===== config.mk =====
export PLATFORM = sky130hd
export DESIGN_NAME = supply_voltage_average_ignition_detect_core
export DESIGN_NICKNAME = d
export VERILOG_FILES = /design/src/design/svad_pkg.sv /design/src/design/supply_voltage_average_ignition_detect_core.sv /design/src/design/svad_ring.sv /design/src/design/svad_div.sv /design/src/design/svad_mult.sv
export SDC_FILE = /design/constraint.sdc
export NUM_CORES = 1
export LEC_CHECK = 0
export BUFFER_PORTS_ARGS = -buffer_cell sky130_fd_sc_hd__buf_2
export CAP_MARGIN = 20
export CORE_UTILIZATION = 65
export DETAILED_ROUTE_END_ITERATION = 16
export PLACE_DENSITY_LB_ADDON = 0.12
export SLEW_MARGIN = 30
export SYNTH_ARGS = -nofsm -noshare
export SYNTH_HDL_FRONTEND = slang
export SYNTH_HIERARCHICAL = 1
export SYNTH_SLANG_ARGS = --single-unit
export TNS_END_PERCENT = 50

===== constraint.sdc =====
create_clock -name clk_i -period 11.6 [get_ports clk_i]
set_input_delay 0.58 -clock clk_i [delete_from_list [all_inputs] [get_ports clk_i]]
set_output_delay 0.58 -clock clk_i [all_outputs]
set_load 0.01 [all_outputs]

===== src/design/svad_pkg.sv =====
// Shared constants and types for the supply voltage averager.
package svad_pkg;

  // Field widths
  localparam int unsigned PIN_W      = 12;
  localparam int unsigned SAMPLE_W   = 16;
  localparam int unsigned AVG_W      = 16;
  localparam int unsigned SCALED_W   = 18;
  localparam int unsigned CFG_W      = 16;
  localparam int unsigned CFG_IDX_W  = 1;
  localparam int unsigned SCALE_FRAC = 14;

  // Supply divider ratio and largest supply sample (4095 * 11)
  localparam int unsigned SUPPLY_DIVIDER = 11;
  localparam int unsigned SAMPLE_MAX     = 45045;

  localparam int unsigned FILTER_DEPTH_DEFAULT = 16;

  // Voltage band edge in supply mV
  localparam logic [AVG_W-1:0] UPPER_BAND_MV = AVG_W'(18000);

  // Register reset values
  localparam logic [CFG_W-1:0] THRESHOLD_RESET = CFG_W'(13000);
  localparam logic [CFG_W-1:0] SCALE_RESET     = CFG_W'(16384);

  // Configuration register indexes
  typedef enum logic [CFG_IDX_W-1:0] {
    REG_THRESHOLD = 1'b0,
    REG_SCALE     = 1'b1
  } cfg_reg_e;

endpackage


===== src/design/supply_voltage_average_ignition_detect_core.sv =====
// Top level: supply voltage moving average with calibration gain and ignition flag.
//
//  channel   dir  handshake                    payload (lowest bit first)
//  s_axis    in   s_axis_tvalid/s_axis_tready  tdata: pin_mv[11:0], zero pad to 16
//  m_axis    out  m_axis_tvalid/m_axis_tready  tdata: average_supply_mv[15:0],
//                                              scaled_supply_mv[33:16],
//                                              engine_running[34], reading_valid[35],
//                                              zero pad to 40
//  cfg       in   cfg_we_i                     cfg_idx_i, cfg_data_i[15:0]
//
// Steps: each request goes from acceptance through the sum update, the bit-serial
//   divide by the fill count, the hand-on of the quotient to the multiplier, the
//   bit-serial gain multiply and the load into the result register.
// One request is in flight at a time; s_axis_tready is high only when idle.
// The output register lets a new request be taken while the last result waits.
// A stalled result only holds the pipeline at its final load step.
// Reset clears pointers, sum and fill state and restores the configuration registers; the sample store is not cleared.
module supply_voltage_average_ignition_detect_core #(
  parameter int unsigned FILTER_DEPTH = svad_pkg::FILTER_DEPTH_DEFAULT
) (
  input  logic                            clk_i,
  input  logic                            rst_ni,
  // input samples
  input  logic                            s_axis_tvalid,
  output logic                            s_axis_tready,
  input  logic [15:0]                     s_axis_tdata,   // pin_mv[11:0]
  // results
  output logic                            m_axis_tvalid,
  input  logic                            m_axis_tready,
  output logic [39:0]                     m_axis_tdata,   // avg, scaled, flag, valid
  // configuration
  input  logic                            cfg_we_i,
  input  logic [svad_pkg::CFG_IDX_W-1:0]  cfg_idx_i,
  input  logic [svad_pkg::CFG_W-1:0]      cfg_data_i
);

  localparam int unsigned SUM_W = $clog2(FILTER_DEPTH * svad_pkg::SAMPLE_MAX + 1);
  localparam int unsigned CNT_W = $clog2(FILTER_DEPTH + 1);
  localparam int unsigned AVG_W = svad_pkg::AVG_W;
  localparam int unsigned PROD_W = AVG_W + svad_pkg::CFG_W;

  typedef enum logic [4:0] {
    ST_IDLE = 5'b00001,
    ST_SUM  = 5'b00010,
    ST_DIV  = 5'b00100,
    ST_MUL  = 5'b01000,
    ST_OUT  = 5'b10000
  } state_e;

  state_e state_q, state_d;

  logic [svad_pkg::CFG_W-1:0] thr_q, scale_q;
  logic                       accept;
  logic [SUM_W-1:0]           sum_next;
  logic [CNT_W-1:0]           count;
  logic                       div_start, div_busy, div_done;
  logic [SUM_W-1:0]           quotient;
  logic                       mul_start, mul_busy, mul_done;
  logic [PROD_W-1:0]          product;
  logic [AVG_W-1:0]           avg_q;
  logic                       load_out;
  logic                       flag;
  logic [AVG_W:0]             thr2;

  logic                       m_valid_q;
  logic [AVG_W-1:0]           out_avg_q;
  logic [svad_pkg::SCALED_W-1:0] out_scaled_q;
  logic                       out_flag_q;

  // configuration registers
  always_ff @(posedge clk_i or negedge rst_ni) begin
    if (!rst_ni) begin
      thr_q   <= svad_pkg::THRESHOLD_RESET;
      scale_q <= svad_pkg::SCALE_RESET;
    end else if (cfg_we_i) begin
      case (svad_pkg::cfg_reg_e'(cfg_idx_i))
        svad_pkg::REG_THRESHOLD: thr_q   <= cfg_data_i;
        svad_pkg::REG_SCALE:     scale_q <= cfg_data_i;
        default: ;
      endcase
    end
  end

  assign s_axis_tready = (state_q == ST_IDLE);
  assign accept        = s_axis_tvalid && s_axis_tready;

  svad_ring #(
    .FILTER_DEPTH (FILTER_DEPTH),
    .SUM_W        (SUM_W),
    .CNT_W        (CNT_W)
  ) u_ring (
    .clk_i      (clk_i),
    .rst_ni     (rst_ni),
    .we_i       (accept),
    .pin_mv_i   (s_axis_tdata[svad_pkg::PIN_W-1:0]),
    .upd_i      (state_q == ST_SUM),
    .sum_next_o (sum_next),
    .count_o    (count)
  );

  // divider loads the updated sum in the same cycle it is committed
  assign div_start = (state_q == ST_SUM);

  svad_div #(
    .DIVIDEND_W (SUM_W),
    .DIVISOR_W  (CNT_W)
  ) u_div (
    .clk_i      (clk_i),
    .rst_ni     (rst_ni),
    .start_i    (div_start),
    .dividend_i (sum_next),
    .divisor_i  (count),
    .busy_o     (div_busy),
    .done_o     (div_done),
    .quotient_o (quotient)
  );

  assign mul_start = (state_q == ST_DIV) && div_done;

  always_ff @(posedge clk_i) begin
    if (mul_start) begin
      avg_q <= quotient[AVG_W-1:0];
    end
  end

  svad_mult #(
    .A_W (AVG_W),
    .B_W (svad_pkg::CFG_W)
  ) u_mult (
    .clk_i     (clk_i),
    .rst_ni    (rst_ni),
    .start_i   (mul_start),
    .a_i       (quotient[AVG_W-1:0]),
    .b_i       (scale_q),
    .busy_o    (mul_busy),
    .done_o    (mul_done),
    .product_o (product)
  );

  // voltage bands: off below thr, running below 18 V, off below 2*thr, else running
  assign thr2 = {thr_q, 1'b0};
  always_comb begin
    if (avg_q < thr_q) begin
      flag = 1'b0;
    end else if (avg_q < svad_pkg::UPPER_BAND_MV) begin
      flag = 1'b1;
    end else if ({1'b0, avg_q} < thr2) begin
      flag = 1'b0;
    end else begin
      flag = 1'b1;
    end
  end

  assign load_out = (state_q == ST_OUT) && (!m_valid_q || m_axis_tready);

  always_comb begin
    state_d = state_q;
    case (state_q)
      ST_IDLE: if (accept)    state_d = ST_SUM;
      ST_SUM:                 state_d = ST_DIV;
      ST_DIV:  if (div_done)  state_d = ST_MUL;
      ST_MUL:  if (mul_done)  state_d = ST_OUT;
      ST_OUT:  if (load_out)  state_d = ST_IDLE;
      default:                state_d = ST_IDLE;
    endcase
  end

  always_ff @(posedge clk_i or negedge rst_ni) begin
    if (!rst_ni) begin
      state_q   <= ST_IDLE;
      m_valid_q <= 1'b0;
    end else begin
      state_q <= state_d;
      if (load_out) begin
        m_valid_q <= 1'b1;
      end else if (m_axis_tready) begin
        m_valid_q <= 1'b0;
      end
    end
  end

  always_ff @(posedge clk_i) begin
    if (load_out) begin
      out_avg_q    <= avg_q;
      out_scaled_q <= product[svad_pkg::SCALE_FRAC + svad_pkg::SCALED_W - 1 :
                              svad_pkg::SCALE_FRAC];
      out_flag_q   <= flag;
    end
  end

  // a sample is always held once a result exists, so reading_valid is set
  assign m_axis_tvalid = m_valid_q;
  assign m_axis_tdata  = {4'b0000, 1'b1, out_flag_q, out_scaled_q, out_avg_q};

  a_idle_units: assert property (@(posedge clk_i) disable iff (!rst_ni)
    s_axis_tready |-> !div_busy && !mul_busy)
    else $error("input ready while an arithmetic unit is busy");

  a_div_to_mul: assert property (@(posedge clk_i) disable iff (!rst_ni)
    mul_start |=> state_q == ST_MUL && mul_busy)
    else $error("multiply did not follow divide");

  a_avg_range: assert property (@(posedge clk_i) disable iff (!rst_ni)
    m_axis_tvalid |-> m_axis_tdata[15:0] <= 16'(svad_pkg::SAMPLE_MAX))
    else $error("average above largest supply sample");

endmodule


===== src/design/svad_ring.sv =====
// Sample ring with running sum and fill count.
module svad_ring #(
  parameter int unsigned FILTER_DEPTH = svad_pkg::FILTER_DEPTH_DEFAULT,
  parameter int unsigned SUM_W        = 20,
  parameter int unsigned CNT_W        = 5
) (
  input  logic                          clk_i,
  input  logic                          rst_ni,
  input  logic                          we_i,
  input  logic [svad_pkg::PIN_W-1:0]    pin_mv_i,
  input  logic                          upd_i,
  output logic [SUM_W-1:0]              sum_next_o,
  output logic [CNT_W-1:0]              count_o
);

  localparam int unsigned PTR_W = (FILTER_DEPTH > 1) ? $clog2(FILTER_DEPTH) : 1;

  logic [svad_pkg::SAMPLE_W-1:0] mem [FILTER_DEPTH];
  logic [svad_pkg::SAMPLE_W-1:0] sample;
  logic [svad_pkg::SAMPLE_W-1:0] sample_q;
  logic [svad_pkg::SAMPLE_W-1:0] old_q;
  logic [PTR_W-1:0]              pos_q, pos_d;
  logic                          full_q, full_d;
  logic                          sub_q;
  logic [CNT_W-1:0]              count_q, count_d;
  logic [SUM_W-1:0]              sum_q, sum_d;
  logic                          wrap;

  assign sample = svad_pkg::SAMPLE_W'(pin_mv_i) *
                  svad_pkg::SAMPLE_W'(svad_pkg::SUPPLY_DIVIDER);

  assign wrap    = (pos_q == PTR_W'(FILTER_DEPTH - 1));
  assign pos_d   = wrap ? '0 : pos_q + PTR_W'(1);
  assign full_d  = full_q | wrap;
  assign count_d = full_d ? CNT_W'(FILTER_DEPTH) : CNT_W'(pos_q) + CNT_W'(1);

  // old entry only leaves the sum once the ring has wrapped
  assign sum_d = sum_q + SUM_W'(sample_q) - (sub_q ? SUM_W'(old_q) : '0);

  // storage: write new sample, read the entry it replaces
  always_ff @(posedge clk_i) begin
    if (we_i) begin
      mem[pos_q] <= sample;
      old_q      <= mem[pos_q];
      sample_q   <= sample;
    end
  end

  always_ff @(posedge clk_i or negedge rst_ni) begin
    if (!rst_ni) begin
      pos_q   <= '0;
      full_q  <= 1'b0;
      sub_q   <= 1'b0;
      count_q <= '0;
      sum_q   <= '0;
    end else begin
      if (we_i) begin
        pos_q   <= pos_d;
        full_q  <= full_d;
        sub_q   <= full_q;
        count_q <= count_d;
      end
      if (upd_i) begin
        sum_q <= sum_d;
      end
    end
  end

  assign sum_next_o = sum_d;
  assign count_o    = count_q;

  a_count_nonzero: assert property (@(posedge clk_i) disable iff (!rst_ni)
    we_i |=> count_q != '0)
    else $error("fill count zero after a sample was stored");

endmodule


===== src/design/svad_div.sv =====
// Bit-serial restoring divider, one quotient bit per cycle.
module svad_div #(
  parameter int unsigned DIVIDEND_W = 20,
  parameter int unsigned DIVISOR_W  = 5
) (
  input  logic                  clk_i,
  input  logic                  rst_ni,
  input  logic                  start_i,
  input  logic [DIVIDEND_W-1:0] dividend_i,
  input  logic [DIVISOR_W-1:0]  divisor_i,
  output logic                  busy_o,
  output logic                  done_o,
  output logic [DIVIDEND_W-1:0] quotient_o
);

  localparam int unsigned ITER_W = $clog2(DIVIDEND_W);

  logic [DIVIDEND_W-1:0] quo_q, quo_d;
  logic [DIVISOR_W-1:0]  rem_q, rem_d;
  logic [DIVISOR_W-1:0]  divisor_q;
  logic [ITER_W-1:0]     iter_q;
  logic                  busy_q, done_q;
  logic [DIVISOR_W:0]    trial;
  logic [DIVISOR_W:0]    diff;
  logic                  ge;

  assign trial = {rem_q, quo_q[DIVIDEND_W-1]};
  assign diff  = trial - {1'b0, divisor_q};
  assign ge    = (trial >= {1'b0, divisor_q});
  assign rem_d = ge ? diff[DIVISOR_W-1:0] : trial[DIVISOR_W-1:0];
  assign quo_d = {quo_q[DIVIDEND_W-2:0], ge};

  always_ff @(posedge clk_i) begin
    if (start_i) begin
      quo_q     <= dividend_i;
      rem_q     <= '0;
      divisor_q <= divisor_i;
    end else if (busy_q) begin
      quo_q <= quo_d;
      rem_q <= rem_d;
    end
  end

  always_ff @(posedge clk_i or negedge rst_ni) begin
    if (!rst_ni) begin
      busy_q <= 1'b0;
      done_q <= 1'b0;
      iter_q <= '0;
    end else begin
      done_q <= 1'b0;
      if (start_i) begin
        busy_q <= 1'b1;
        iter_q <= '0;
      end else if (busy_q) begin
        iter_q <= iter_q + ITER_W'(1);
        if (iter_q == ITER_W'(DIVIDEND_W - 1)) begin
          busy_q <= 1'b0;
          done_q <= 1'b1;
        end
      end
    end
  end

  assign busy_o     = busy_q;
  assign done_o     = done_q;
  assign quotient_o = quo_q;

  a_rem_below_divisor: assert property (@(posedge clk_i) disable iff (!rst_ni)
    busy_q && !$past(start_i) |-> rem_q < divisor_q)
    else $error("partial remainder not below divisor");

endmodule


===== src/design/svad_mult.sv =====
// Bit-serial shift-add multiplier, one multiplier bit per cycle.
module svad_mult #(
  parameter int unsigned A_W = 16,
  parameter int unsigned B_W = 16
) (
  input  logic             clk_i,
  input  logic             rst_ni,
  input  logic             start_i,
  input  logic [A_W-1:0]   a_i,
  input  logic [B_W-1:0]   b_i,
  output logic             busy_o,
  output logic             done_o,
  output logic [A_W+B_W-1:0] product_o
);

  localparam int unsigned ITER_W = (B_W > 1) ? $clog2(B_W) : 1;

  logic [A_W-1:0]   a_q;
  logic [A_W-1:0]   hi_q;
  logic [B_W-1:0]   lo_q;
  logic [A_W:0]     psum;
  logic [ITER_W-1:0] iter_q;
  logic             busy_q, done_q;

  assign psum = {1'b0, hi_q} + (lo_q[0] ? {1'b0, a_q} : '0);

  always_ff @(posedge clk_i) begin
    if (start_i) begin
      a_q  <= a_i;
      hi_q <= '0;
      lo_q <= b_i;
    end else if (busy_q) begin
      hi_q <= psum[A_W:1];
      lo_q <= {psum[0], lo_q[B_W-1:1]};
    end
  end

  always_ff @(posedge clk_i or negedge rst_ni) begin
    if (!rst_ni) begin
      busy_q <= 1'b0;
      done_q <= 1'b0;
      iter_q <= '0;
    end else begin
      done_q <= 1'b0;
      if (start_i) begin
        busy_q <= 1'b1;
        iter_q <= '0;
      end else if (busy_q) begin
        iter_q <= iter_q + ITER_W'(1);
        if (iter_q == ITER_W'(B_W - 1)) begin
          busy_q <= 1'b0;
          done_q <= 1'b1;
        end
      end
    end
  end

  assign busy_o    = busy_q;
  assign done_o    = done_q;
  assign product_o = {hi_q, lo_q};

endmodule


==> impl_metrics.toml <==
[layout]
syn_to_final_growth_pct = 10.8
nFillCells = 2103
final_cells = 2147
final_cell_mix = "edfxtp_1 (396), inv_1 (144), ha_1 (104)"
nNetsFinal = 1820
final_common_cell = "edfxtp_1"
drive_above_1_share_pct = 21.3
diodes = 0

[worst_hold_path]
hp-class = "in -> reg"
worstHoldStart = "s_axis_tvalid"

[clock_network]
clock_path_buffers = 3
ctsResizeCount = 0
cts_max_level = 2
clockRootBuffer = "clkbuf_16"
path_clk_slew_ns = 0.06
cts_tree = "yes"
insertion_delay_ns = 0.58
numCtsBuffers = 49
clock-sinks = 499

[job]
maxCapViolCount = 0

[sta]
finalCriticalPeriod_ns = 3.73
rsz0062_at_grt = "false"
drv_slew = 0
skew_ns = 0.0153
timing.setup.tns_ns = 0
slew_headroom_pct = 36.6
hold_viol = 0
max_freq_mhz = 268
setup_viol = 0
min_period_over_period_pct = 32.2
tightest_slew_ns = 0.952

[setup_path]
cp-startpoint = "u_ring/sub_q$_DFFE_PN0P_"
cp-end-kind = "register"
arrival_ns = 4.06
cp.required_ns = 11.93
crit_fanout = 17
critical_path_class = "reg -> reg"
start_kind = "register"
rr_startpoint = "u_ring/sub_q$_DFFE_PN0P_"

[logic_synthesis]
ys_types = 85
synth_area_mm2 = 0.0232
synth_seq_cells = 499
synth.avg_cell_area_um2 = 14.8
synthArstFlopShare_pct = 16.4
yosys_most_used_dff = "edfxtp_1"
yosysWarnings = 6
synth_enable_flop_cells = 396
syn_inst = 1571
ys_seq_area_share_pct = 62.0

[place]
io_buffer_count = 70
place_inst = 2053
hpwlAfterDp_mm = 28.8
gp_congestion = 0.926

[pwr]
ir_worst_vdd_mv = 0.164
powerDensity_mw_per_mm2 = 259
power_mw = 6.67
power.leakage_nw = 9.86

[global_routing]
gr-usage-all-layers_pct = 26.0
grt_max_degree = 80
antenna_found_initial = 0
grt_pass1_wl_mm = 71.8
grt_pass1_vias = 13278
grt-ovfl-total = 0

[routing]
routed_via_density = 6.03
drc = 0
drtAntennaViolNets = 0
via_count = 12940
drt-initial-drc-count = 835
drt_wl_total_mm = 45.5
wl_per_cell_um = 21.2
drtPass1Iterations = 5

[floorplanning]
start_util_pct = 66.6
die_h_um = 191
die_w_um = 191
coreArea_mm2 = 0.0348
io_pins = 80
rows = 68
die-area_mm2 = 0.0364

[status]
status = "finished, final reports clean"
==> layer usage <==
metal | GRT usage, % | wire (µm) | up-vias
li1 | - | - | 6030
met1 | 32.9 | 18200 | 6363
met2 | 45.2 | 23300 | 429
met3 | 3.72 | 2210 | 118
met4 | 10.8 | 1710 | 0
met5 | 0 | 0 | -
==> worst max-delay path, cell delays in order, from the launching register on <==
cell and delay (ns):
dfrtp_1 0.56, and2_1 0.24, fa_1 0.48, inv_1 0.07
fa_1 0.46, a21oi_1 0.24, o21ai_0 0.18, a21oi_1 0.42
o31ai_4 0.17, a21oi_1 0.28, xnor2_1 0.12, mux2_2 0.27
==> cells in the mapped netlist (all sizes together) (6+ instances only) <==
cell	instances	area, µm²
a21oi	58	294
dfrtp	74	1850
dfstp	8	210
a211oi	14	125
mux4	80	1800
dfxtp	21	420
o21ai	62	318
nand3	19	95.1
nor3b	6	45.0
a21o	29	219
ha	104	1300
mux2i	7	70.1
and3	8	51.3
buf	36	226
inv	144	541
edfxtp	396	11900
nor2b	6	37.5
nor3	19	100
o21bai	8	60.1
xnor2	27	236
mux2	60	676
fa	27	541
a31oi	6	37.5
or3	6	38.8
a211o	9	80.1
clkbuf	28	106
a31o	6	52.6
nand4	19	119
and2	48	302
nor2	65	244
xor2	17	149
nand2	75	282
==> what timing repair did <==
item	4_1_cts	5_1_grt
hold endpoints to repair	19	0
setup buffers	0	0
hold buffers	1	0
==> power by group <==
part	switching, mW	internal, mW	leakage, nW
combinational	1.44	1.06	4.28
sequential	0.190	2.39	4.80
clock	0.656	0.932	0.779
==> state kept, by name, summed over array words and instances, names as in the netlist, 4 cells and up <==
signal,flops
thr_q,16
u_ring/pos_q,4
u_div/divisor_q,5
out_avg_q,16
avg_q,16
u_ring/sum_q,20
u_div/iter_q,5
state_q,5
u_mult/lo_q,16
out_scaled_q,18
u_mult/a_q,16
u_mult/iter_q,4
scale_q,16
u_div/quotient_o,20
u_mult/hi_q,16
u_ring/mem,256
u_div/rem_q,5
u_ring/count_o,5
u_ring/old_q,16
u_ring/sample_q,16
==> area by class of cell <==
cell class / instances / area, µm² / area share [%]
Sequential cell: 499 / 14400 / 55.9
Inverter: 144 / 541 / 2.10
Multi-Input combinational cell: 867 / 8070 / 31.4
Tap cell: 455 / 569 / 2.22
Timing Repair Buffer: 90 / 526 / 2.04
Clock buffer: 71 / 1360 / 5.29
Clock inverter: 21 / 259 / 1.01
==> stage by stage <==
stage,area [µm²],worst slack [ns],util [%],hold slack [ns]
after floorplan,23200,6.33,-,0.284
after global placement,24000,7.34,68.9,0.432
after detailed placement,24000,7.11,69.0,0.442
after CTS,25600,7.65,73.7,0.159
after global routing,25700,7.62,73.9,0.177
final,25700,7.87,73.9,0.183
==> cell families (layout without fill, tap and decap cells) <==
kind of cell    Yosys count  after routing  share of synthesized area [%]
mux                     147            147                           11.0
buf+inv                 208            326                           3.77
other cells               2              5                         0.0324
flops                   499            499                           62.0
simple gates            299            299                           6.66
compound gates          241            241                           6.95
xor+xnor                 44             44                           1.66
fa+ha+maj               131            131                           7.94
==> path summary, 6_finish.rpt <==
kind	to	slack, ns	cells after the start
worst max-delay path	u_div/quotient_o[14]$_DFFE_PP_	7.87	11
worst min-delay path	state_q[0]$_DFFE_PN1P_	0.18	2
worst max register to register	u_div/quotient_o[14]$_DFFE_PP_	7.87	11
worst min register to register	u_div/divisor_q[2]$_DFFE_PP_	0.45	0
max in group asynchronous	u_ring/pos_q[0]$_DFFE_PN0P_	9.98	3
min in group asynchronous	scale_q[12]$_DFFE_PN0P_	0.44	2
(Power assumes the default switching activity.)
